`src/rtl/core/lgps_pkg.sv`:
```
package lgps_pkg;

  localparam int DEF_MAX_STOPS  = 8;
  localparam int DEF_IMAGE_SIZE = 64;

  localparam int COORD_W    = 24;
  localparam int POS_W      = 17;
  localparam int COLOR_W    = 32;
  localparam int ADDR_W     = 12;
  localparam int PIX_W      = 6;
  localparam int MODE_W     = 2;
  localparam int COUNT_W    = 4;
  localparam int CFG_IDX_W  = 3;
  localparam int CFG_DATA_W = 24;
  localparam int ENTRY_W    = POS_W + COLOR_W;

  // shared divider sizes: den is dx*dx + dy*dy, num is |dot| with 16 fraction bits
  localparam int DIV_DEN_W  = 49;
  localparam int FRAC_W     = 16;
  localparam int DIV_NUM_W  = DIV_DEN_W + FRAC_W;
  localparam int DIV_STEP_W = 7;
  localparam int LERP_W     = 25;

  localparam logic [CFG_IDX_W-1:0] REG_SPREAD_SEL  = 3'd0;
  localparam logic [CFG_IDX_W-1:0] REG_START_X     = 3'd1;
  localparam logic [CFG_IDX_W-1:0] REG_START_Y     = 3'd2;
  localparam logic [CFG_IDX_W-1:0] REG_END_X       = 3'd3;
  localparam logic [CFG_IDX_W-1:0] REG_END_Y       = 3'd4;
  localparam logic [CFG_IDX_W-1:0] REG_SIZE_X      = 3'd5;
  localparam logic [CFG_IDX_W-1:0] REG_SIZE_Y      = 3'd6;
  localparam logic [CFG_IDX_W-1:0] REG_STOP_COUNT  = 3'd7;

  localparam logic [MODE_W-1:0] SPREAD_PAD     = 2'd0;
  localparam logic [MODE_W-1:0] SPREAD_REPEAT  = 2'd1;
  localparam logic [MODE_W-1:0] SPREAD_REFLECT = 2'd2;

  localparam logic REQ_LOAD  = 1'b0;
  localparam logic REQ_SHADE = 1'b1;

  localparam logic [COORD_W-1:0] RST_END_X       = 24'd16384;
  localparam logic [COORD_W-1:0] RST_PATH_SIZE   = 24'd16384;
  localparam logic [COUNT_W-1:0] RST_STOP_COUNT  = 4'd2;

  typedef struct packed {
    logic             req_type;
    logic [2:0]       stop_index;
    logic [POS_W-1:0] stop_offset;
    logic [7:0]       stop_red;
    logic [7:0]       stop_green;
    logic [7:0]       stop_blue;
    logic [7:0]       stop_alpha;
    logic [PIX_W-1:0] pixel_x;
    logic [PIX_W-1:0] pixel_y;
  } request_t;

  typedef struct packed {
    logic [COLOR_W-1:0] pixel_color;
    logic [ADDR_W-1:0]  pixel_address;
  } result_t;

  typedef enum logic [3:0] {
    S_IDLE,
    S_SC_GO,
    S_SC_WAIT,
    S_DIFF,
    S_MUL,
    S_G_GO,
    S_G_WAIT,
    S_RD0,
    S_CHK0,
    S_CHKN,
    S_SCAN,
    S_L_GO,
    S_L_WAIT,
    S_DONE
  } state_t;

endpackage

```
`src/rtl/core/lgps_div.sv`:
```
module lgps_div (
  input  logic                            clk,
  input  logic                            rst,
  input  logic                            go,
  input  logic [lgps_pkg::DIV_NUM_W-1:0]  num,
  input  logic [lgps_pkg::DIV_DEN_W-1:0]  den,
  input  logic [lgps_pkg::DIV_STEP_W-1:0] steps,
  output logic                            done,
  output logic [lgps_pkg::DIV_NUM_W-1:0]  quo,
  output logic                            rem_nz
);
  import lgps_pkg::*;

  logic                  running;
  logic [DIV_STEP_W-1:0] cnt;
  logic [DIV_NUM_W-1:0]  nreg;
  logic [DIV_DEN_W-1:0]  rreg;
  logic [DIV_DEN_W-1:0]  dreg;
  logic [DIV_DEN_W:0]    trial;
  logic [DIV_DEN_W:0]    diff;
  logic                  fits;
  logic [DIV_DEN_W-1:0]  r_next;

  // restoring step, numerator arrives left aligned
  always_comb begin
    trial  = {rreg, nreg[DIV_NUM_W-1]};
    fits   = trial >= {1'b0, dreg};
    diff   = trial - {1'b0, dreg};
    r_next = fits ? diff[DIV_DEN_W-1:0] : trial[DIV_DEN_W-1:0];
  end

  always_ff @(posedge clk) begin
    if (rst) begin
      running <= 1'b0;
      done    <= 1'b0;
    end else begin
      done <= 1'b0;
      if (go) begin
        running <= 1'b1;
      end else if (running && cnt == DIV_STEP_W'(1)) begin
        running <= 1'b0;
        done    <= 1'b1;
      end
    end
  end

  always_ff @(posedge clk) begin
    if (go) begin
      nreg <= num;
      rreg <= '0;
      dreg <= den;
      cnt  <= steps;
    end else if (running) begin
      nreg <= {nreg[DIV_NUM_W-2:0], fits};
      rreg <= r_next;
      cnt  <= cnt - DIV_STEP_W'(1);
    end
  end

  assign quo    = nreg;
  assign rem_nz = rreg != '0;

  a_go_idle: assert property (@(posedge clk) disable iff (rst) go |-> !running)
    else $error("divider restarted while running");
  a_done_stops: assert property (@(posedge clk) disable iff (rst) done |-> !running)
    else $error("divider done while still running");
  a_last_done: assert property (@(posedge clk) disable iff (rst)
    (running && cnt == DIV_STEP_W'(1) && !go) |=> done)
    else $error("divider missed its done pulse");

endmodule

```
`config.mk`:
```
export PLATFORM = sky130hd
export DESIGN_NAME = lgps_div
export DESIGN_NICKNAME = d
export VERILOG_FILES = /design/src/rtl/core/lgps_pkg.sv /design/src/rtl/core/lgps_div.sv
export SDC_FILE = /design/constraint.sdc
export NUM_CORES = 1
export LEC_CHECK = 0
export BUFFER_PORTS_ARGS = -buffer_cell sky130_fd_sc_hd__buf_2
export CAP_MARGIN = 20
export CORE_AREA = 2 2 146 148
export CTS_CLUSTER_SIZE = 25
export DETAILED_ROUTE_END_ITERATION = 6
export DIE_AREA = 0 0 148 150
export MAX_ROUTING_LAYER = met4
export PLACE_DENSITY = 0.69
export SYNTH_ARGS = -nofsm -noshare
export SYNTH_HDL_FRONTEND = slang
export SYNTH_SLANG_ARGS = --single-unit
```
`constraint.sdc`:
```
create_clock -name clk -period 4.88 [get_ports clk]
set_clock_uncertainty 0.2 [all_clocks]
set_input_delay 0 -clock clk [delete_from_list [all_inputs] [get_ports clk]]
set_output_delay 0 -clock clk [all_outputs]
set_load 0.05 [all_outputs]
```
==> results.py <==
metrics = {
    "run_status": {
        "status": "complete, no violations",
    },
    "drt": {
        "num_vias": 8771,
        "dr.pass1.iters": 5,
        "drt_iter0_drc": 647,
        "drc": 0,
        "wl_mm": 28.1,
        "wl_per_cell_um": 18.0,
        "ant_nets": 0,
        "viasPerCell": 5.62,
    },
    "logic_synthesis": {
        "synth_fa_ha_area_share_pct": 6.53,
        "synthArstFlopShare_pct": 0,
        "synthMuxAreaShare_pct": 9.93,
        "ys_seq_area_share_pct": 46.2,
        "synthXorXnorAreaFrac_pct": 4.00,
        "synth_compound_area_share_pct": 17.1,
        "synth_edf_count": 121,
        "yosys.cell_types.count": 70,
        "synthSimpleGateAreaFrac_pct": 11.9,
        "ys_ff_latch": 172,
        "synth_top_family_by_area": "compound AO/OA/AOI/OAI gates",
        "syn_nets": 1147,
        "yosys_warnings": 0,
        "syn_area_um2": 10100,
        "syn_inst": 971,
        "syn_area_per_cell_um2": 10.4,
        "synthFlopType": "edfxtp_1",
    },
    "clocking": {
        "clock_latency_ns": 0.45,
        "numCtsBuffers": 17,
        "clockRootBuffer": "clkbuf_16",
        "clk_pin_slew_ns": 0.08,
        "clock_sinks": 172,
        "tritoncts": "done",
        "cts.path.max_buffers": 2,
        "cts_resized": 0,
        "htree_levels": 4,
        "cts_setup_buffers": 0,
    },
    "global_routing": {
        "grt_max_degree": 69,
        "grt_pass1_wl_mm": 45.1,
        "met3_usage_pct": 4.48,
        "grt-ovfl-total": 0,
        "grt_use_total_pct": 26.4,
        "grt_pass1_vias": 8878,
        "grtUsageMet1_pct": 31.7,
        "grt_util_met2_pct": 45.0,
        "gr-max-usage-layer": "met2",
        "antenna_found_initial": 0,
    },
    "timing": {
        "tightest_slew_ns": 0.860,
        "post-route-period-util_pct": 82.3,
        "slew_violations": 0,
        "period_needed_ns": 4.02,
        "rsz0062_at_grt": "no",
        "fin_hold_ws_ns": 0.0551,
        "max-slew-margin-rel_pct": 42.5,
        "setup_ws_ns": 0.865,
        "max_freq_ghz": 0.249,
        "hold_violations": 0,
        "setup_tns_ns": 0,
        "final-setup-viol-count": 0,
    },
    "placed_design": {
        "globalplace.congestion": 0.932,
        "port_buffers": 190,
        "dpl.hpwl_mm": 19.1,
        "dp.cells": 1397,
        "placed_area_um2": 11300,
        "dp_slack_ns": 1.30,
    },
    "die": {
        "rows": 53,
        "dieWidth_um": 148,
        "dieArea_um2": 22200,
        "fp.coreArea_um2": 20700,
        "start_util_pct": 48.7,
        "fp.dieH_um": 150,
        "io_pins": 191,
    },
    "pwr": {
        "power_leakage_nw": 5.78,
        "p_per_area_nw_per_um2": 320,
        "ir_worst_vdd_mv": 0.258,
    },
    "final_layout": {
        "n_antenna_cell": 0,
        "areaGrowthSynthToFinish_pct": 31.0,
        "design_area_um2": 13200,
        "num-nets-final": 1448,
        "stdcell_count": 1560,
        "drive_above_1_share_pct": 24.0,
    },
    "critical_path": {
        "critPathKind": "flip-flop to flip-flop",
        "end_kind": "flip-flop",
        "arrival_ns": 4.01,
        "critPathLaunchType": "flip-flop",
        "path_max_fanout": 48,
        "cp_data_required_time_ns": 4.88,
    },
    "worst_hold_path": {
        "hp-class": "input pin to flip-flop",
    },
    "job": {
        "maxCapViolCount": 0,
    },
}
[cell type report]
| cell class | count | area, um^2 |
|---|---|---|
| clock buffers | 17 | 425 |
| clock inverters | 15 | 215 |
| fillers | 1653 | 7480 |
| inverters | 62 | 233 |
| multi-input cells | 690 | 5000 |
| flip-flops and latches | 172 | 4660 |
| well taps | 275 | 344 |
| repair buffers | 329 | 2340 |
[repair_timing]
action                     4_1_cts  5_1_grt
hold buffers                   131        0
hold endpoints to repair       142        0
setup endpoints to repair        0        0
[cells in the final DEF, fill, tap and decap left out, drive strengths merged, types with 24 or more instances in the layout]
cell	Yosys	final
buf	13	198
dlygate4sd3	0	131
edfxtp	121	121
nand2	75	75
nor2	67	67
inv	62	65
mux2	64	64
a21oi	61	61
ha	51	51
dfxtp	51	51
o21ai	41	41
a211oi	29	29
mux2i	28	28
a21o	25	25
xnor2	24	24
[synth_stat cells, types with 6 or more instances]
master      n  area share, %
nand3_1    18           0.89
clkbuf_1   34            1.3
nor3_1     14           0.69
nor4_1     15           0.93
a21oi_1    61            3.0
a32oi_1    11           0.96
mux2i_1    28            2.8
buf_2       7           0.35
nor2b_1     6           0.37
or3_1       6           0.37
edfxtp_1  121             36
nand2_1    75            2.8
o21a_1     14            1.0
inv_1      62            2.3
nand4_1    15           0.93
ha_1       51            6.3
dfxtp_1    51             10
a21o_1     25            1.9
xnor2_1    24            2.1
a211oi_1   28            2.1
mux2_2     64            7.1
and3_1     10           0.62
xor2_1     22            1.9
o31ai_1     7           0.52
or4_1       6           0.45
o21ai_0    38            1.9
o21bai_1   11           0.82
nor2_1     67            2.5
[power breakdown]
| group | internal (mW) | switching (mW) | leakage [nW] |
|---|---|---|---|
| sequential | 1.70 | 0.0787 | 1.62 |
| clock | 0.707 | 0.700 | 0.301 |
| combinational | 0.399 | 0.637 | 3.86 |
[cells by family (layout without fill, tap and decap cells)]
| kind of cell | Yosys count | in the layout |
|---|---|---|
| buf+inv | 109 | 423 |
| flops | 172 | 172 |
| compound gates | 250 | 250 |
| xor+xnor | 46 | 46 |
| simple gates | 250 | 250 |
| fa+ha+maj | 52 | 52 |
| mux | 92 | 92 |
[metrics by stage]
step	util [%]	total power [mW]
global placement	54.4	2.73
finish	63.9	4.23
floorplan	-	2.48
global route	63.9	4.39
detailed placement	54.4	2.74
CTS	63.9	4.23
[path summary, 6_finish.rpt]
kind	startpoint	to	slack [ns]	cells after the start
max	quo[64]$_DFFE_PP_	quo[0]$_DFFE_PP_	0.86	14
min	den[41]	dreg[41]$_DFFE_PP_	0.06	2
max reg2reg	quo[64]$_DFFE_PP_	quo[0]$_DFFE_PP_	0.86	14
min reg2reg	rreg[22]$_SDFFE_PP0P_	rreg[22]$_SDFFE_PP0P_	0.31	2
[flip-flops by register name, indices dropped and copies added, names as in the netlist]
name     cells
dreg        49
running      1
quo         65
rreg        49
done         1
cnt          7
[worst max-delay path: stages, from the launching register on]
cell and delay [ns]:
edfxtp_1 0.42, inv_1 0.07, ha_1 0.16, inv_1 0.05, fa_1 0.42, a21oi_1 0.23, o211ai_1 0.15, a21oi_1 0.28
nor3_1 0.13, o2111ai_1 0.30, a211oi_2 0.13, nor3_4 0.25, buf_12 0.29, a21oi_1 0.11, dlygate4sd3_1 0.57
[routing by layer]
layer  wire (um)  up-vias
li1            -     4242
met1       11800     4145
met2       13900      321
met3        1550       63
met4         839        0
met5           0        -
Note: power is estimated with default switching activity, not from simulation.
