<file path="config.mk">
export PLATFORM = sky130hd
export DESIGN_NAME = lgps_ram
export DESIGN_NICKNAME = d
export VERILOG_FILES = /design/src/rtl/core/lgps_ram.sv
export SDC_FILE = /design/constraint.sdc
export NUM_CORES = 1
export LEC_CHECK = 0
export ABC_AREA = 1
export BUFFER_PORTS_ARGS = -buffer_cell sky130_fd_sc_hd__buf_2
export CAP_MARGIN = 20
export CORE_MARGIN = 10
export CORE_UTILIZATION = 40
export DETAILED_ROUTE_END_ITERATION = 10
export PLACE_DENSITY_LB_ADDON = 0.3
export SETUP_SLACK_MARGIN = 0.05
export SYNTH_ARGS = -nofsm -noshare
export SYNTH_HDL_FRONTEND = slang
export SYNTH_SLANG_ARGS = --single-unit
export TNS_END_PERCENT = 10
</file>
<file path="constraint.sdc">
create_clock -name clk -period 1.3 [get_ports clk]
set_input_delay 0.195 -clock clk [delete_from_list [all_inputs] [get_ports clk]]
set_output_delay 0.195 -clock clk [all_outputs]
set_load 0.02 [all_outputs]
</file>
<file path="src/rtl/core/lgps_ram.sv">
module lgps_ram #(
  parameter int WIDTH = 8,
  parameter int DEPTH = 8
) (
  input  logic                     clk,
  input  logic                     we,
  input  logic [$clog2(DEPTH)-1:0] waddr,
  input  logic [WIDTH-1:0]         wdata,
  input  logic [$clog2(DEPTH)-1:0] raddr,
  output logic [WIDTH-1:0]         rdata
);

  logic [WIDTH-1:0] mem [DEPTH];

  always_ff @(posedge clk) begin
    if (we) begin
      mem[waddr] <= wdata;
    end
    rdata <= mem[raddr];
  end

endmodule

</file>
==> impl_results.md, run 1 <==
- DRT Wirelength: 5.99 mm
- I/O pin count: 24
- Final core utilization: ~48%
- Synth Net Count: between 300 and 400
- Reg2Reg Setup Slack: approximately 0.45 ns
- Average wire per standard cell: ~13 µm
- Worst setup margin: about 0.3 ns
- Remaining antenna violation count: 0
- CP arrival: between 0.8 and 0.9 ns
- Gpl congestion: between 0.7 and 0.8
- Critical Path Source Type: flip-flop
- Core ar.: between 7000 and 8000 µm²
- Width of the die: ~110 µm
- Root Buffer: clkbuf_8
- Initial antenna violation count: 0
- Layout cells sized above 1: between 10% and 20%
- CTS H-tree depth: 3
- Top delay family on crit path: flip-flops
- Hold WS: 0.126 ns
- Final Hold Fails: 0
- CP Capture Type: primary output
- Post-synth cell types: 11
- WP depth: 1
- Total GRT Usage: 11.2%
- Max Fclk: between 900 and 1000 MHz
- Net Sw Power: roughly 1 mW
- Largest net degree at the start of global routing: 33
- Worst VDD drop: between 0.0006 and 0.0007 V
- P_leak: between 1.5 and 2 nW
- Worst-path maximum fanout: 1
- Mapped Cells: just over 300
- CTS tree: yes
- Cells along the critical path: buf_2
- Period utilization: 76.9%
- Clock sink count: 72
- RSZ-0062 raised after global routing: false
- Combinational group share of total power: under 10%
- Sequential Power Share: 56.2%
- Worst Max-Slew Pin Slew: between 0.3 and 0.4 ns
- Violation count after the first detailed-routing iteration: about 90
- Place WS: approximately 0.22 ns
- Final setup violation count: 0
- First-pass GRT wire length: 9.71 mm
- Die H: about 110 µm
- Sw Share: between 20% and 30%
- Clock power share: between 30% and 40%
- Synth warnings: 0
- Post-CTS setup buffer count: 0
- Synth-to-Final Area Change: 14.2%
- Setup TNS: 0 ns
- Pins Over Slew Limit: 0
- Synth Cell Area: approximately 3000 µm²
- PwrDens: around 1300 nW/µm²
- Grt total ovfl: 0
- Vias in the first global route: 1912
- Max_slew headroom: approximately three quarters
- Avg Cell Area, Syn: just over 10 µm²
- Share of the synthesized area in the top cell type: 63.0%
- Via-to-Cell Ratio: about 4.4
- Initial Util: a little over two fifths
- Synth top area cells: edfxtp_1 63%, nand2_1 14%, inv_1 8.4%
- R2r worst-path depth: 6
- Type of the worst min-delay path: input pin to flip-flop
- Post-route minimum period: about 1.0 ns
- P_int: between 3 and 4 mW
- Cts bufs inserted: 9
- CTS-repair resized insts: 0
- Synth Register Bits: just over 70
- # diodes: 0
- # rows: 31
- Area of the die: 11500 µm²
- Worst Hold Depth: 1
- WP buf/inv: 1
- Crit path kind: flip-flop to primary output
- Status: finished, final reports clean
- Slowest-stage cell, CP: dfxtp_1
- Clock latency on the worst-skew pair: about 0.35 ns
- Port Buffers: 23
- Max Root-Sink Buffers: 2
- Reg clk slew, reported paths: 0.08 ns
- Hold-fix buffers, CTS: 0
- Total iterations of the first detailed-routing run: 4
- Filler cells: between 600 and 700
- Sequential fraction of the synthesis area: about two thirds
- Required @ worst endpoint: around 1.1 ns
- # DRC: 0
- Final nets: 357
- Final setup skew: between 0.015 and 0.02 ns
- Max Cap Viol: 0
- Slowest stage delay, CP: 0.31 ns
- Hpwl dp: a little under 4 mm
- Total number of vias: between 1.5k and 2k
- Synth area leader: edfxtp_1
-- final cells by class --
class	instances	area [µm²]	area share (%)
sequential	72	2080	59.7
multi-input combinational	150	603	17.3
inverter	70	265	7.61
timing repair buffer	38	228	6.54
clock buffer	14	153	4.38
tap	99	124	3.55
clock inverter	1	30.0	0.862
-- power groups by stage --
| stage | combinational (mW) | clock [mW] | sequential (mW) |
|---|---|---|---|
| 3_5_place_dp | 0.370 | 0 | 2.68 |
| 3_3_place_gp | 0.369 | 0 | 2.68 |
| 6_report | 0.368 | 1.68 | 2.63 |
| 5_1_grt | 0.418 | 1.83 | 2.64 |
| 4_1_cts | 0.372 | 1.74 | 2.63 |
| 2_1_floorplan | 0.206 | 0 | 2.71 |
-- cell usage after synthesis --
cell type	instances
nand3_1	32
inv_4	1
inv_1	68
buf_2	2
nand2_1	110
buf_6	6
buf_4	3
edfxtp_1	64
inv_2	1
nor2_1	8
dfxtp_1	8
-- per-layer routing --
metal  vias up  routed length, µm  track usage, %
met5         -                  0               0
met1       896               2760            14.6
li1       1006                  -               -
met2        62               2650            15.9
met4         0                 99            4.93
met3         7                483            4.49
-- through the flow --
stage / power, mW / cell area (µm²) / cells
2_1_floorplan: 2.92 / 3050 / 303
3_5_place_dp: 3.05 / 3300 / 429
3_3_place_gp: 3.05 / 3300 / 429
6_report: 4.68 / 3480 / 444
5_1_grt: 4.89 / 3480 / 444
4_1_cts: 4.74 / 3480 / 444
-- cell families after synthesis --
logic type / Yosys count / share of synthesized area [%]
buffers and inverters: 81 / 12.0
AND/OR/NAND/NOR: 150 / 19.8
flip-flops: 72 / 68.3
-- layout by cell type (no fill, tap or decap), drive strengths merged --
cell type,instances
nor2,8
nand3,32
inv,70
bufinv,1
dfxtp,8
buf,38
edfxtp,64
clkbuf,14
nand2,110
-- flip-flops by register name, summed over array words and instances, names as in the netlist --
name,count
mem,64
rdata,8
-- worst paths after layout --
check / start / endpoint
max: rdata[4] / rdata[4]
min: wdata[5] / mem[6][5]
max reg2reg: mem[6][3] / rdata[3]
min reg2reg: mem[4][4] / rdata[4]
(Power assumes the default switching activity.)
==> run 2, diff against run 1 <==
Settings changed: ABC_AREA 1 to 0.
Clock period 1.3 ns to 0.9 ns, I/O delays scaled along.
==> run 2 against run 1 <==
Effect of this change: the run now ends with negative setup slack left; via count shrank 38%; register-to-register slack lost 0.78 ns; die area shrank 9.6%; clock power grew 76%; clock-buffer cell count shrank 5; cell area shrank 5.5%; global-route usage shrank 1.2 points; hold slack lost 0.060 ns; sequential cell count is the same; first-iteration DRC count shrank 40%; routed wire length shrank 21%; critical endpoint is now rdata[5].
==> impl_results.md, run 2 <==
- First-pass GRT wire length: 7.49 mm (-23%)
- Commonest non-fill, non-tap cell in the layout: edfxtp_1
- Synth top area cells: edfxtp_1 71%, mux4_1 15%, dfxtp_1 6.0%
- Hold-fix buffers, CTS: 0 (unchanged)
- CTS-repair resized insts: 28 (+28)
- Combinational group share of total power: 7.1% (-0.8 points)
- Total number of vias: 1213 (-38%)
- RSZ-0062 raised after global routing: true
- Slowest-stage cell, CP: mux4_2
- Sequential Power Share: 52.4% (-3.8 points)
- Synth warnings: 0 (unchanged)
- Root Buffer: clkbuf_8
- FFs w/ async S/R, synth: 0% (unchanged)
- Mapped Cells: 114 (-62%)
- Sequential fraction of the synthesis area: 77.4% (+9.1 points)
- Via-to-Cell Ratio: 5.03 (+13%)
- # rows: 29 (-6.5%)
- Post-synth cell types: 14 (+3)
- Main flop type after synthesis: edfxtp_1
- Clock sink count: 72 (unchanged)
- Avg Cell Area, Syn: 23.6 µm² (+130%)
- I/O pin count: 24 (unchanged)
- Setup TNS: -2.59 ns (-2.59 ns)
- Average wire per standard cell: 19.5 µm (+45%)
- CP arrival: 1.46 ns (+0.65 ns)
- Net Sw Power: 1.41 mW (+38%)
- Share of the synthesized area in the top cell type: 71.4% (+8.4 points)
- Cts bufs inserted: 9 (unchanged)
- Critical Path Source Type: flip-flop
- Period utilization: 136%
- Place WS: -0.475 ns (-0.697 ns)
- Cells along the critical path: mux4_2 -> mux2_4
- P_int: 5.88 mW (+60%)
- Post-Layout Cell Count: 241 (-46%)
- # DRC: 0 (unchanged)
- Type of the worst min-delay path: input pin to flip-flop
- P_leak: 1.14 nW (-31%)
- Placement Cell Area: 3010 µm² (-8.7%)
- CP Capture Type: flip-flop
- # diodes: 0 (unchanged)
- Core ar.: 6460 µm² (-12%)
- Vias in the first global route: 1393 (-27%)
- Gpl congestion: 0.702 (-9.3%)
- Max_slew headroom: 82.9% (+9.0 points)
- Final setup violation count: 16 (+16)
- Max Fclk: roughly 810 MHz
- Worst setup margin: -0.327 ns (-0.627 ns)
- Largest net degree at the start of global routing: 17 (-48%)
- Post-route minimum period: 1.23 ns
- Total Power: 7.28 mW (+56%)
- Top-count cell post-synth: edfxtp_1
- Die H: 102 µm (-4.9%)
- Worst-path maximum fanout: 1 (unchanged)
- Largest registers: mem (64), rdata (8)
- Failing checks: negative setup slack
- Hpwl dp: 3.10 mm (-20%)
- Violation count after the first detailed-routing iteration: 55 (-40%)
- Clock latency on the worst-skew pair: 0.34 ns (about the same)
- Post-Layout Inst Area: 3290 µm² (-5.5%)
- Inst Count DP: 225 (-48%)
- Top cells by count, synth: 64 x edfxtp_1, 15 x mux4_1, 8 x dfxtp_1, 8 x mux2_2, 6 x nor2_1
- Max Cap Viol: 0 (unchanged)
- Remaining antenna violation count: 0 (unchanged)
- Width of the die: 102 µm (-4.9%)
- Worst Max-Slew Pin Slew: 0.257 ns (-0.134 ns)
- PwrDens: 2210 nW/µm² (+65%)
- Post-CTS setup buffer count: 0 (unchanged)
- Layout cells sized above 1: 52.4% (+38 points)
- Final setup skew: 0.00585 ns (-0.0113 ns)
- CTS tree: yes
- Status: complete, but fails checks
- Max Root-Sink Buffers: 2 (unchanged)
- Sw Share: 19.3% (-2.4 points)
- Final Hold Fails: 0 (unchanged)
- Hold WS: 0.0658 ns (-0.0601 ns)
- CTS H-tree depth: 3 (unchanged)
- Final core utilization: 51.0% (+3.4 points)
- Reg clk slew, reported paths: 0.07 ns (about the same)
- Initial Util: 41.7% (+0.059 points)
- Port Buffers: 23 (unchanged)
- Filler cells: 536 (-23%)
- Synth-to-Final Area Change: 22.3%
- Synth Net Count: 130 (-59%)
- Worst VDD drop: 0.00101 V (+50%)
- Required @ worst endpoint: 1.13 ns (+0.02 ns)
- Synth area leader: edfxtp_1
- DRT Wirelength: 4.70 mm (-21%)
- Total GRT Usage: 9.98% (-1.2 points)
- Clock power share: 40.5% (+4.6 points)
- Initial antenna violation count: 0 (unchanged)
- Pins Over Slew Limit: 0 (unchanged)
- Synth Cell Area: 2690 µm² (-12%)
- Most frequent cells in the layout: 64 x edfxtp_1, 16 x mux4_2, 15 x buf_2
- Area of the die: 10400 µm² (-9.6%)
- Post-synth EDFFs: 64 (unchanged)
- Total iterations of the first detailed-routing run: 3 (-1)
- Number of flip-flops in the largest register: 64 (unchanged)
- Slowest stage delay, CP: 0.48 ns (+0.17 ns)
- Final nets: 175 (-51%)
- Crit path kind: flip-flop to flip-flop
- Synth Register Bits: 72 (unchanged)
- Grt total ovfl: 0 (unchanged)
- Top reg by flops: mem
run 2: cell count changes in the layout (fill, tap and decap cells not counted), moves of 3 or more:
cell | previous run | this run
buf_12 | 0 | 4
buf_2 | 23 | 15
buf_4 | 15 | 12
buf_6 | 0 | 8
clkbuf_1 | 4 | 0
dfxtp_1 | 8 | 1
dfxtp_2 | 0 | 7
inv_1 | 68 | 0
mux2_2 | 0 | 6
mux4_2 | 0 | 16
nand2_1 | 110 | 2
nand3_1 | 32 | 0
run 2: final cells by class:
type	instances	area (µm²)	share of cell area [%]
flip-flops and latches	72	2090	63.5
multi-input cells	37	536	16.3
well taps	77	96.3	2.93
clock buffers	9	124	3.76
repair buffers	39	335	10.2
clock inverters	7	110	3.34
run 2: final timing paths:
kind / cells past startpoint / start / end / slack, ns
worst min-delay path: 1 / wdata[5] / mem[4][5] / 0.07
worst max register to register: 2 / mem[5][5] / rdata[5] / -0.33
worst max-delay path: 2 / mem[5][5] / rdata[5] / -0.33
worst min register to register: 2 / mem[6][4] / rdata[4] / 0.68
run 2: power by group through the flow:
stage / logic (mW) / registers (mW) / clock network [mW]
final: 0.517 / 3.82 / 2.95
after global routing: 0.558 / 3.83 / 3.16
after CTS: 0.525 / 3.82 / 3.02
after detailed placement: 0.471 / 3.87 / 0
after global placement: 0.456 / 3.87 / 0
after floorplan: 0.222 / 3.92 / 0
run 2: cells by family (layout without fill, tap and decap cells):
kind of cell / Yosys count / after routing / share of synthesized area [%]
mux: 24 / 24 / 18.8
flops: 72 / 72 / 77.4
buf+inv: 5 / 55 / 1.63
simple gates: 13 / 13 / 2.19
run 2: worst max-delay path: cells and delay by family, from the launching register on:
kind	cells	cell delay [ns]
DFF	1	0.37
muxes	2	0.75
run 2: metal layers:
| metal | GRT usage, % | share of wire [%] | up-vias |
|---|---|---|---|
| met2 | 15.7 | 48 | 25 |
| met4 | 4.56 | 1.6 | 0 |
| met5 | 0 | 0 | - |
| met1 | 11.9 | 45 | 621 |
| li1 | - | - | 558 |
| met3 | 3.98 | 4.6 | 9 |
